===== src/mm4_pkg.sv =====
// ----------------------------------------------------------------------------
// mm4_pkg
// Types and constants shared by the 4x4 fixed-point matrix multiplier.
// ----------------------------------------------------------------------------
`default_nettype none

package mm4_pkg;

  localparam int unsigned FracBits = 16;
  localparam int unsigned DataW    = 32;
  localparam int unsigned ProdW    = 2 * DataW;
  // four products need two guard bits
  localparam int unsigned AccW     = ProdW + 2;

  typedef enum logic [2:0] {
    OP_WRITE_L = 3'd0,
    OP_WRITE_R = 3'd1,
    OP_IDENT   = 3'd2,
    OP_READ    = 3'd3,
    OP_MUL     = 3'd4
  } op_e;

  typedef enum logic [1:0] {
    ST_IDLE,
    ST_IDENT,
    ST_READ,
    ST_MUL
  } state_e;

  // travels with each memory read down the pipeline
  typedef struct packed {
    logic       v;
    logic       rd;
    logic       first;
    logic       lastk;
    logic       olast;
    logic [1:0] row;
    logic [1:0] col;
  } tag_t;

  typedef struct packed {
    logic              wr_l;
    logic              wr_r;
    logic [3:0]        waddr;
    logic [DataW-1:0]  wdata;
    logic [3:0]        addr_l;
    logic [3:0]        addr_r;
    tag_t              tag;
  } issue_t;

  typedef struct packed {
    logic pipe_busy;
    logic out_busy;
  } status_t;

endpackage

`default_nettype wire


===== src/mm4_in_if.sv =====
// ----------------------------------------------------------------------------
// mm4_in_if
// Command channel: opcode, element index and value.
// ----------------------------------------------------------------------------
`default_nettype none

interface mm4_in_if;
  logic               valid;
  logic               ready;
  logic [2:0]         opcode;
  logic [1:0]         row;
  logic [1:0]         col;
  logic signed [31:0] value;

  modport source (output valid, opcode, row, col, value, input ready);
  modport sink   (input valid, opcode, row, col, value, output ready);
endinterface

`default_nettype wire


===== src/mm4_out_if.sv =====
// ----------------------------------------------------------------------------
// mm4_out_if
// Result channel: element position, value and end-of-run flag.
// ----------------------------------------------------------------------------
`default_nettype none

interface mm4_out_if;
  logic               valid;
  logic               ready;
  logic [1:0]         out_row;
  logic [1:0]         out_col;
  logic signed [31:0] out_value;
  logic               last;

  modport source (output valid, out_row, out_col, out_value, last, input ready);
  modport sink   (input valid, out_row, out_col, out_value, last, output ready);
endinterface

`default_nettype wire


===== src/mm4_seq.sv =====
// ----------------------------------------------------------------------------
// mm4_seq
// Command sequencer: takes commands, sweeps the identity load and issues
// memory reads for element reads and for the multiply-accumulate runs.
// ----------------------------------------------------------------------------
`default_nettype none

module mm4_seq
  import mm4_pkg::*;
(
  input  wire logic        clk_i,
  input  wire logic        rst_ni,
  input  wire logic        valid_i,
  output logic             ready_o,
  input  wire logic [2:0]  opcode_i,
  input  wire logic [1:0]  row_i,
  input  wire logic [1:0]  col_i,
  input  wire logic [31:0] value_i,
  input  wire status_t     status_i,
  output issue_t           issue_o
);

  localparam logic [DataW-1:0] IdentOne =
      (FracBits >= DataW - 1) ? {1'b0, {(DataW-1){1'b1}}} : DataW'(1) << FracBits;

  state_e     state_q, state_d;
  logic [3:0] cnt_q, cnt_d;
  logic [1:0] k_q, k_d;
  logic [1:0] rrow_q, rrow_d;
  logic [1:0] rcol_q, rcol_d;
  logic       accept;
  logic       can_start;

  assign accept    = valid_i && ready_o;
  assign can_start = !status_i.pipe_busy && !status_i.out_busy;

  always_ff @(posedge clk_i or negedge rst_ni) begin
    if (!rst_ni) begin
      state_q <= ST_IDLE;
      cnt_q   <= '0;
      k_q     <= '0;
      rrow_q  <= '0;
      rcol_q  <= '0;
    end else begin
      state_q <= state_d;
      cnt_q   <= cnt_d;
      k_q     <= k_d;
      rrow_q  <= rrow_d;
      rcol_q  <= rcol_d;
    end
  end

  // next state
  always_comb begin
    state_d = state_q;
    case (state_q)
      ST_IDLE: begin
        if (valid_i) begin
          case (op_e'(opcode_i))
            OP_IDENT: state_d = ST_IDENT;
            OP_READ:  state_d = ST_READ;
            OP_MUL:   state_d = ST_MUL;
            default:  state_d = ST_IDLE;
          endcase
        end
      end
      ST_IDENT: if (cnt_q == 4'd15) state_d = ST_IDLE;
      ST_READ:  if (can_start) state_d = ST_IDLE;
      ST_MUL: begin
        if (k_q == 2'd3 && cnt_q == 4'd15) state_d = ST_IDLE;
      end
      default: state_d = ST_IDLE;
    endcase
  end

  // outputs and counters
  always_comb begin
    ready_o = 1'b0;
    cnt_d   = cnt_q;
    k_d     = k_q;
    rrow_d  = rrow_q;
    rcol_d  = rcol_q;
    issue_o = '0;
    case (state_q)
      ST_IDLE: begin
        ready_o = 1'b1;
        cnt_d   = '0;
        k_d     = '0;
        if (accept) begin
          rrow_d = row_i;
          rcol_d = col_i;
        end
        issue_o.waddr = {row_i, col_i};
        issue_o.wdata = value_i;
        issue_o.wr_l  = accept && (op_e'(opcode_i) == OP_WRITE_L);
        issue_o.wr_r  = accept && (op_e'(opcode_i) == OP_WRITE_R);
      end
      ST_IDENT: begin
        issue_o.wr_l  = 1'b1;
        issue_o.waddr = cnt_q;
        issue_o.wdata = (cnt_q[3:2] == cnt_q[1:0]) ? IdentOne : '0;
        cnt_d         = cnt_q + 4'd1;
      end
      ST_READ: begin
        issue_o.addr_l    = {rrow_q, rcol_q};
        issue_o.tag.v     = can_start;
        issue_o.tag.rd    = 1'b1;
        issue_o.tag.olast = 1'b1;
        issue_o.tag.row   = rrow_q;
        issue_o.tag.col   = rcol_q;
      end
      ST_MUL: begin
        issue_o.addr_l    = {cnt_q[3:2], k_q};
        issue_o.addr_r    = {k_q, cnt_q[1:0]};
        issue_o.tag.first = (k_q == 2'd0);
        issue_o.tag.lastk = (k_q == 2'd3);
        issue_o.tag.olast = (cnt_q == 4'd15);
        issue_o.tag.row   = cnt_q[3:2];
        issue_o.tag.col   = cnt_q[1:0];
        // an element starts only into an empty pipeline and a free output
        issue_o.tag.v     = (k_q != 2'd0) || can_start;
        if (issue_o.tag.v) begin
          k_d = k_q + 2'd1;
          if (k_q == 2'd3) cnt_d = cnt_q + 4'd1;
        end
      end
      default: ;
    endcase
  end

  a_ident_len: assert property (@(posedge clk_i) disable iff (!rst_ni)
    state_q == ST_IDENT && cnt_q == 4'd15 |=> state_q == ST_IDLE)
    else $error("identity sweep overran");

  a_start_free: assert property (@(posedge clk_i) disable iff (!rst_ni)
    issue_o.tag.v && (issue_o.tag.first || issue_o.tag.rd) |->
      !status_i.pipe_busy && !status_i.out_busy)
    else $error("element started while pipeline or output busy");

endmodule

`default_nettype wire


===== src/mm4_dp.sv =====
// ----------------------------------------------------------------------------
// mm4_dp
// Matrix memories, multiply-accumulate pipeline, scaling with saturation
// and the output register.
// ----------------------------------------------------------------------------
`default_nettype none

module mm4_dp
  import mm4_pkg::*;
(
  input  wire logic   clk_i,
  input  wire logic   rst_ni,
  input  wire issue_t issue_i,
  output status_t     status_o,
  output logic        out_valid_o,
  input  wire logic   out_ready_i,
  output logic [1:0]  out_row_o,
  output logic [1:0]  out_col_o,
  output logic [31:0] out_value_o,
  output logic        out_last_o
);

  logic [DataW-1:0] left_mem  [16];
  logic [DataW-1:0] right_mem [16];

  logic signed [DataW-1:0] rdl_q, rdr_q;
  logic signed [ProdW-1:0] prod_d, prod_q;
  logic signed [AccW-1:0]  acc_d, acc_q, scaled;
  tag_t                    s1_q, s2_q, s3_q;
  tag_t                    s2_d, s3_d;

  logic                    res_v;
  logic [DataW-1:0]        res_value, sat_value;
  tag_t                    res_tag;
  logic                    out_valid_q;
  logic [1:0]              out_row_q, out_col_q;
  logic [DataW-1:0]        out_value_q;
  logic                    out_last_q;

  // memories: one write and one registered read per cycle each
  always_ff @(posedge clk_i) begin
    if (issue_i.wr_l) left_mem[issue_i.waddr] <= issue_i.wdata;
    if (issue_i.tag.v) rdl_q <= left_mem[issue_i.addr_l];
  end

  always_ff @(posedge clk_i) begin
    if (issue_i.wr_r) right_mem[issue_i.waddr] <= issue_i.wdata;
    if (issue_i.tag.v) rdr_q <= right_mem[issue_i.addr_r];
  end

  assign prod_d = rdl_q * rdr_q;
  assign acc_d  = s2_q.first ? AccW'(prod_q) : acc_q + AccW'(prod_q);

  always_ff @(posedge clk_i) begin
    prod_q <= prod_d;
    if (s2_q.v) acc_q <= acc_d;
  end

  // reads leave after stage one, only the last product of an element goes on
  always_comb begin
    s2_d   = s1_q;
    s2_d.v = s1_q.v && !s1_q.rd;
    s3_d   = s2_q;
    s3_d.v = s2_q.v && s2_q.lastk;
  end

  always_ff @(posedge clk_i or negedge rst_ni) begin
    if (!rst_ni) begin
      s1_q <= '0;
      s2_q <= '0;
      s3_q <= '0;
    end else begin
      s1_q <= issue_i.tag;
      s2_q <= s2_d;
      s3_q <= s3_d;
    end
  end

  // floor scaling, then clamp to the 32-bit range
  assign scaled = acc_q >>> FracBits;
  always_comb begin
    if (scaled[AccW-1:DataW-1] == '0 || scaled[AccW-1:DataW-1] == '1) begin
      sat_value = scaled[DataW-1:0];
    end else if (scaled[AccW-1]) begin
      sat_value = {1'b1, {(DataW-1){1'b0}}};
    end else begin
      sat_value = {1'b0, {(DataW-1){1'b1}}};
    end
  end

  always_comb begin
    if (s1_q.v && s1_q.rd) begin
      res_v     = 1'b1;
      res_tag   = s1_q;
      res_value = rdl_q;
    end else begin
      res_v     = s3_q.v;
      res_tag   = s3_q;
      res_value = sat_value;
    end
  end

  always_ff @(posedge clk_i or negedge rst_ni) begin
    if (!rst_ni) begin
      out_valid_q <= 1'b0;
    end else if (res_v) begin
      out_valid_q <= 1'b1;
    end else if (out_ready_i) begin
      out_valid_q <= 1'b0;
    end
  end

  always_ff @(posedge clk_i) begin
    if (res_v) begin
      out_row_q   <= res_tag.row;
      out_col_q   <= res_tag.col;
      out_value_q <= res_value;
      out_last_q  <= res_tag.olast;
    end
  end

  assign status_o.pipe_busy = s1_q.v || s2_q.v || s3_q.v;
  assign status_o.out_busy  = out_valid_q && !out_ready_i;

  assign out_valid_o = out_valid_q;
  assign out_row_o   = out_row_q;
  assign out_col_o   = out_col_q;
  assign out_value_o = out_value_q;
  assign out_last_o  = out_last_q;

  a_no_overwrite: assert property (@(posedge clk_i) disable iff (!rst_ni)
    res_v |-> !out_valid_q || out_ready_i)
    else $error("result overwrote a beat not yet taken");

  a_one_element: assert property (@(posedge clk_i) disable iff (!rst_ni)
    s3_q.v |-> !s1_q.v && !s2_q.v)
    else $error("two elements in flight");

  a_acc_order: assert property (@(posedge clk_i) disable iff (!rst_ni)
    s2_q.v && !s2_q.first |-> $past(s2_q.v))
    else $error("accumulate without a preceding product");

endmodule

`default_nettype wire


===== src/matrix_multiply_4x4.sv =====
// ----------------------------------------------------------------------------
// matrix_multiply_4x4
// 4x4 signed Q16.16 matrix store and multiplier with element read-back.
// ----------------------------------------------------------------------------
// Holds a left and a right 4x4 matrix in two 16-entry memories. A write
// beat writes one element; an identity load sweeps the left memory; a
// read returns one beat. A multiply emits 16 beats in row-major order,
// last set on row 3 col 3: each element needs four reads through the
// single read port of each memory, four 32x32 products and a 66-bit
// accumulate, and the next element starts once the previous one has
// drained. Sums are floored by 2^16 and clamped to the 32-bit range.
// Matrix contents are undefined until written. New commands are taken
// only between operations.
// ----------------------------------------------------------------------------
`default_nettype none

module matrix_multiply_4x4
  import mm4_pkg::*;
(
  input  wire logic  clk_i,
  input  wire logic  rst_ni,
  mm4_in_if.sink     in_i,
  mm4_out_if.source  out_o
);

  issue_t  issue;
  status_t status;

  mm4_seq u_seq (
    .clk_i    (clk_i),
    .rst_ni   (rst_ni),
    .valid_i  (in_i.valid),
    .ready_o  (in_i.ready),
    .opcode_i (in_i.opcode),
    .row_i    (in_i.row),
    .col_i    (in_i.col),
    .value_i  (in_i.value),
    .status_i (status),
    .issue_o  (issue)
  );

  mm4_dp u_dp (
    .clk_i       (clk_i),
    .rst_ni      (rst_ni),
    .issue_i     (issue),
    .status_o    (status),
    .out_valid_o (out_o.valid),
    .out_ready_i (out_o.ready),
    .out_row_o   (out_o.out_row),
    .out_col_o   (out_o.out_col),
    .out_value_o (out_o.out_value),
    .out_last_o  (out_o.last)
  );

endmodule

`default_nettype wire

===== src/flat_wrapper.sv =====
// flat-port wrapper written by rule: the top's interface ports become plain ports
module matrix_multiply_4x4_flat import mm4_pkg::*;
  (clk_i, rst_ni, in_i_valid, in_i_opcode, in_i_row, in_i_col, in_i_value, in_i_ready, out_o_valid, out_o_out_row, out_o_out_col, out_o_out_value, out_o_last, out_o_ready);
  mm4_in_if in_i_i ();
  mm4_out_if out_o_i ();
  input  wire logic clk_i;
  input  wire logic rst_ni;
  input wire logic [$bits(in_i_i.valid)-1:0] in_i_valid;
  input wire logic [$bits(in_i_i.opcode)-1:0] in_i_opcode;
  input wire logic [$bits(in_i_i.row)-1:0] in_i_row;
  input wire logic [$bits(in_i_i.col)-1:0] in_i_col;
  input wire logic [$bits(in_i_i.value)-1:0] in_i_value;
  output wire logic [$bits(in_i_i.ready)-1:0] in_i_ready;
  output wire logic [$bits(out_o_i.valid)-1:0] out_o_valid;
  output wire logic [$bits(out_o_i.out_row)-1:0] out_o_out_row;
  output wire logic [$bits(out_o_i.out_col)-1:0] out_o_out_col;
  output wire logic [$bits(out_o_i.out_value)-1:0] out_o_out_value;
  output wire logic [$bits(out_o_i.last)-1:0] out_o_last;
  input wire logic [$bits(out_o_i.ready)-1:0] out_o_ready;
  assign in_i_i.valid = in_i_valid;
  assign in_i_i.opcode = in_i_opcode;
  assign in_i_i.row = in_i_row;
  assign in_i_i.col = in_i_col;
  assign in_i_i.value = in_i_value;
  assign in_i_ready = in_i_i.ready;
  assign out_o_valid = out_o_i.valid;
  assign out_o_out_row = out_o_i.out_row;
  assign out_o_out_col = out_o_i.out_col;
  assign out_o_out_value = out_o_i.out_value;
  assign out_o_last = out_o_i.last;
  assign out_o_i.ready = out_o_ready;
  matrix_multiply_4x4 u_core (.clk_i(clk_i), .rst_ni(rst_ni), .in_i(in_i_i), .out_o(out_o_i));
endmodule

===== config.mk =====
export PLATFORM = sky130hd
export DESIGN_NAME = matrix_multiply_4x4_flat
export DESIGN_NICKNAME = d
export VERILOG_FILES = /design/src/mm4_pkg.sv /design/src/mm4_in_if.sv /design/src/mm4_out_if.sv /design/src/mm4_seq.sv /design/src/mm4_dp.sv /design/src/matrix_multiply_4x4.sv /design/src/flat_wrapper.sv
export SDC_FILE = /design/constraint.sdc
export NUM_CORES = 2
export LEC_CHECK = 0
export BUFFER_PORTS_ARGS = -buffer_cell sky130_fd_sc_hd__buf_2
export CAP_MARGIN = 5
export CORE_ASPECT_RATIO = 0.5
export CORE_UTILIZATION = 50
export DETAILED_ROUTE_END_ITERATION = 16
export PLACE_DENSITY = 0.64
export SYNTH_ARGS = -nofsm -noshare
export SYNTH_HDL_FRONTEND = slang
export SYNTH_SLANG_ARGS = --single-unit

===== constraint.sdc =====
create_clock -name clk_i -period 20.2 [get_ports clk_i]
set_input_delay 1.01 -clock clk_i [delete_from_list [all_inputs] [get_ports clk_i]]
set_output_delay 1.01 -clock clk_i [all_outputs]
set_load 0.1 [all_outputs]

==> flow_summary.toml <==
[critical_path]
critical_path.slowest_cell = "edfxtp_1"
r2r_slack_ns = 10.98
critical_path.startpoint_type = "flop"
r2r_start = "u_core.u_dp.rdr_q[2]"
startpoint = "u_core.u_dp.rdr_q[2]"
reg2reg_depth = 25
crit_path_end_kind = "flop"
required_ns = 20.85
worstReg2RegEnd = "u_core.u_dp.prod_q[61]"
slowest_delay_ns = 1.22
cpMostUsedCell = "fa_1"
critPathKind = "reg -> reg"
endpoint = "u_core.u_dp.prod_q[61]"
arrival_ns = 9.87
cp_max_fo = 32

[global_routing]
groute.usage.overall = 0.271
antenna_found_initial = 15
grt_pass1_wl_um = 364000
grt_max_degree = 76
grt_pass1_vias = 56600
grt.overflow.total = 0

[clock_network]
cts_resized = 0
clockBufferDepth = 3
clkLatencyLatePin_ns = 0.76
clock_sinks = 1291
cts_root_buf = "clkbuf_16"
cts_tree = "yes"
htreeDepth = 3
cts_buffers = 115
clk_pin_slew_ns = 0.06
hold_buffers = 0
post_cts_buffers = 0

[synth]
ys_warn_count = 0
synth_nets = 8733
async_flop_share = 0.0279
netlist_instances = 7355
synth_seq_area_share = 0.423
ys.flop_type = "edfxtp_1"
avgSynthCellArea_um2 = 12.2
yosys.area.top_type_share = 0.399
synthTopCellsByArea = "edfxtp_1 (40%), fa_1 (24%), inv_1 (4.5%), and2_1 (3.8%), nand2_1 (3.7%)"
synth_largest_area_cell = "edfxtp_1"
synth_edf_count = 1191
synth-seq-cells = 1291
ys_types = 82
syn_area_um2 = 89600

[min_path]
hp-class = "reg -> reg"

[final_layout]
final_cell_mix = "edfxtp_1 (1,191), fa_1 (1,083), inv_1 (1,064)"
stdcell_count = 9784
layout-drive-gt1-share = 0.106
nNetsFinal = 8679
synthToLayoutAreaGrowth_pct = 7.82
mostFrequentLayoutCell = "edfxtp_1"
final_area_um2 = 96600

[sta]
worst_pin_slew_ns = 1.34
slew_headroom = 0.110
period_needed_ns = 9.22
skew_ns = 0.0929
fin_setup_tns_ns = 0
max_freq_mhz = 108
maxSlewViolCount = 0
rsz0062_at_grt = "no"
worst_slack_ns = 10.98
finalHoldViolCount = 0
timing.final.crit_share = 0.456
final-setup-viol-count = 0

[die]
core_area_um2 = 177000
row_count = 109
io_pins = 82
die_x_um = 601
die_y_um = 301
die-area_um2 = 181000
start_util = 0.506

[place]
post-place-ws_ns = 11.01
place_hpwl_um = 157000
dp.cells = 9570
port-buffer-count = 81
dpl-instance-area_um2 = 93000
gp_congestion = 0.902

[drt]
drt_iter0_markers = 5918
drt_wl_total_um = 243000
drt.antenna.violating_nets = 0
wl_per_cell_um = 24.8
drc = 8
dr.pass1.iters = 12
vias = 56500
viasPerCell = 5.78

[job]
drv_cap = 0

[run_status]
outcome = "finished with violations"
violations = "design-rule violations"
-- worst min-delay path by stage --
| stage | end | slack, ns | from | cells after the start |
|---|---|---|---|---|
| after global placement | u_core.u_dp.s3_q[0] | 0.33 | u_core.u_dp.s2_q[0] | 0 |
| after detailed placement | u_core.u_dp.s3_q[0] | 0.33 | u_core.u_dp.s2_q[0] | 0 |
| after global routing | u_core.u_dp.s3_q[3] | 0.35 | u_core.u_dp.s2_q[3] | 0 |
| final | u_core.u_dp.s3_q[0] | 0.35 | u_core.u_dp.s2_q[0] | 0 |
| after floorplan | u_core.u_dp.s2_q[5] | 0.33 | u_core.u_dp.s1_q[5] | 0 |
| after CTS | u_core.u_dp.s3_q[0] | 0.35 | u_core.u_dp.s2_q[0] | 0 |
-- cell type report --
type,instances,area (um^2)
clock inverters,47,453
clock buffers,161,3170
well taps,2386,2990
flip-flops and latches,1291,38000
repair buffers,239,1590
fillers,14800,80600
diodes,6,15.0
multi-input cells,4588,46500
inverters,1066,4000
-- metrics by stage --
step                utilization  hold slack, ns
floorplan                     -           0.331
global placement          0.525           0.331
detailed placement        0.525           0.335
CTS                       0.545           0.349
global route              0.545           0.354
finish                    0.545           0.349
-- flip-flops by register name (all words and copies together) (netlist names), 2 cells and up --
name	flops
u_core.u_seq.rcol_q	2
u_core.u_seq.rrow_q	2
u_core.u_dp.prod_q	64
u_core.u_dp.s3_q	6
u_core.u_dp.out_row_o	2
u_core.u_dp.s2_q	8
u_core.u_seq.k_q	2
u_core.u_dp.acc_q	66
u_core.u_dp.right_mem	512
u_core.u_dp.out_col_o	2
u_core.u_seq.cnt_q	4
u_core.u_dp.out_value_o	32
u_core.u_dp.rdl_q	32
u_core.u_dp.left_mem	512
u_core.u_dp.rdr_q	32
u_core.u_dp.s1_q	9
u_core.u_seq.state_q	2
-- worst max-delay path: cells and delay by family (launching register included) --
| kind | cells | cell delay [ns] |
|---|---|---|
| AO/OA/AOI/OAI | 5 | 1.32 |
| adder cells (fa/ha/maj) | 9 | 4.99 |
| XOR/XNOR | 1 | 0.16 |
| flip-flops | 1 | 1.22 |
| buffers and inverters | 7 | 0.97 |
| AND/OR/NAND/NOR | 3 | 0.47 |
-- cell families (layout without fill, tap and decap cells) --
family	count (synthesis)	after routing	synth area share
mux	371	371	0.0618
xor+xnor	125	125	0.0122
compound gates	893	893	0.0628
other cells	0	6	0
buf+inv	1476	1513	0.0620
simple gates	1864	1864	0.101
flops	1291	1291	0.423
fa+ha+maj	1335	1335	0.277
-- cell usage after synthesis (all sizes together), types with 64 or more instances --
library cell,number
a21o,72
a21oi,275
a31oi,80
and2,547
clkbuf,374
dfxtp,64
edfxtp,1191
fa,1083
ha,252
inv,1065
mux2,176
mux2i,67
mux4,128
nand2,873
nand3,77
nor2,151
o21ai,221
xnor2,81
-- metal layers --
metal,part of all wire,track usage
met5,0.000054,0
met4,0.023,0.0628
met3,0.11,0.0620
met2,0.42,0.391
met1,0.45,0.415
Power is left out: the tool's default activity adds up to more than one toggle a clock period on the data nets, which glitch-free logic cannot reach.
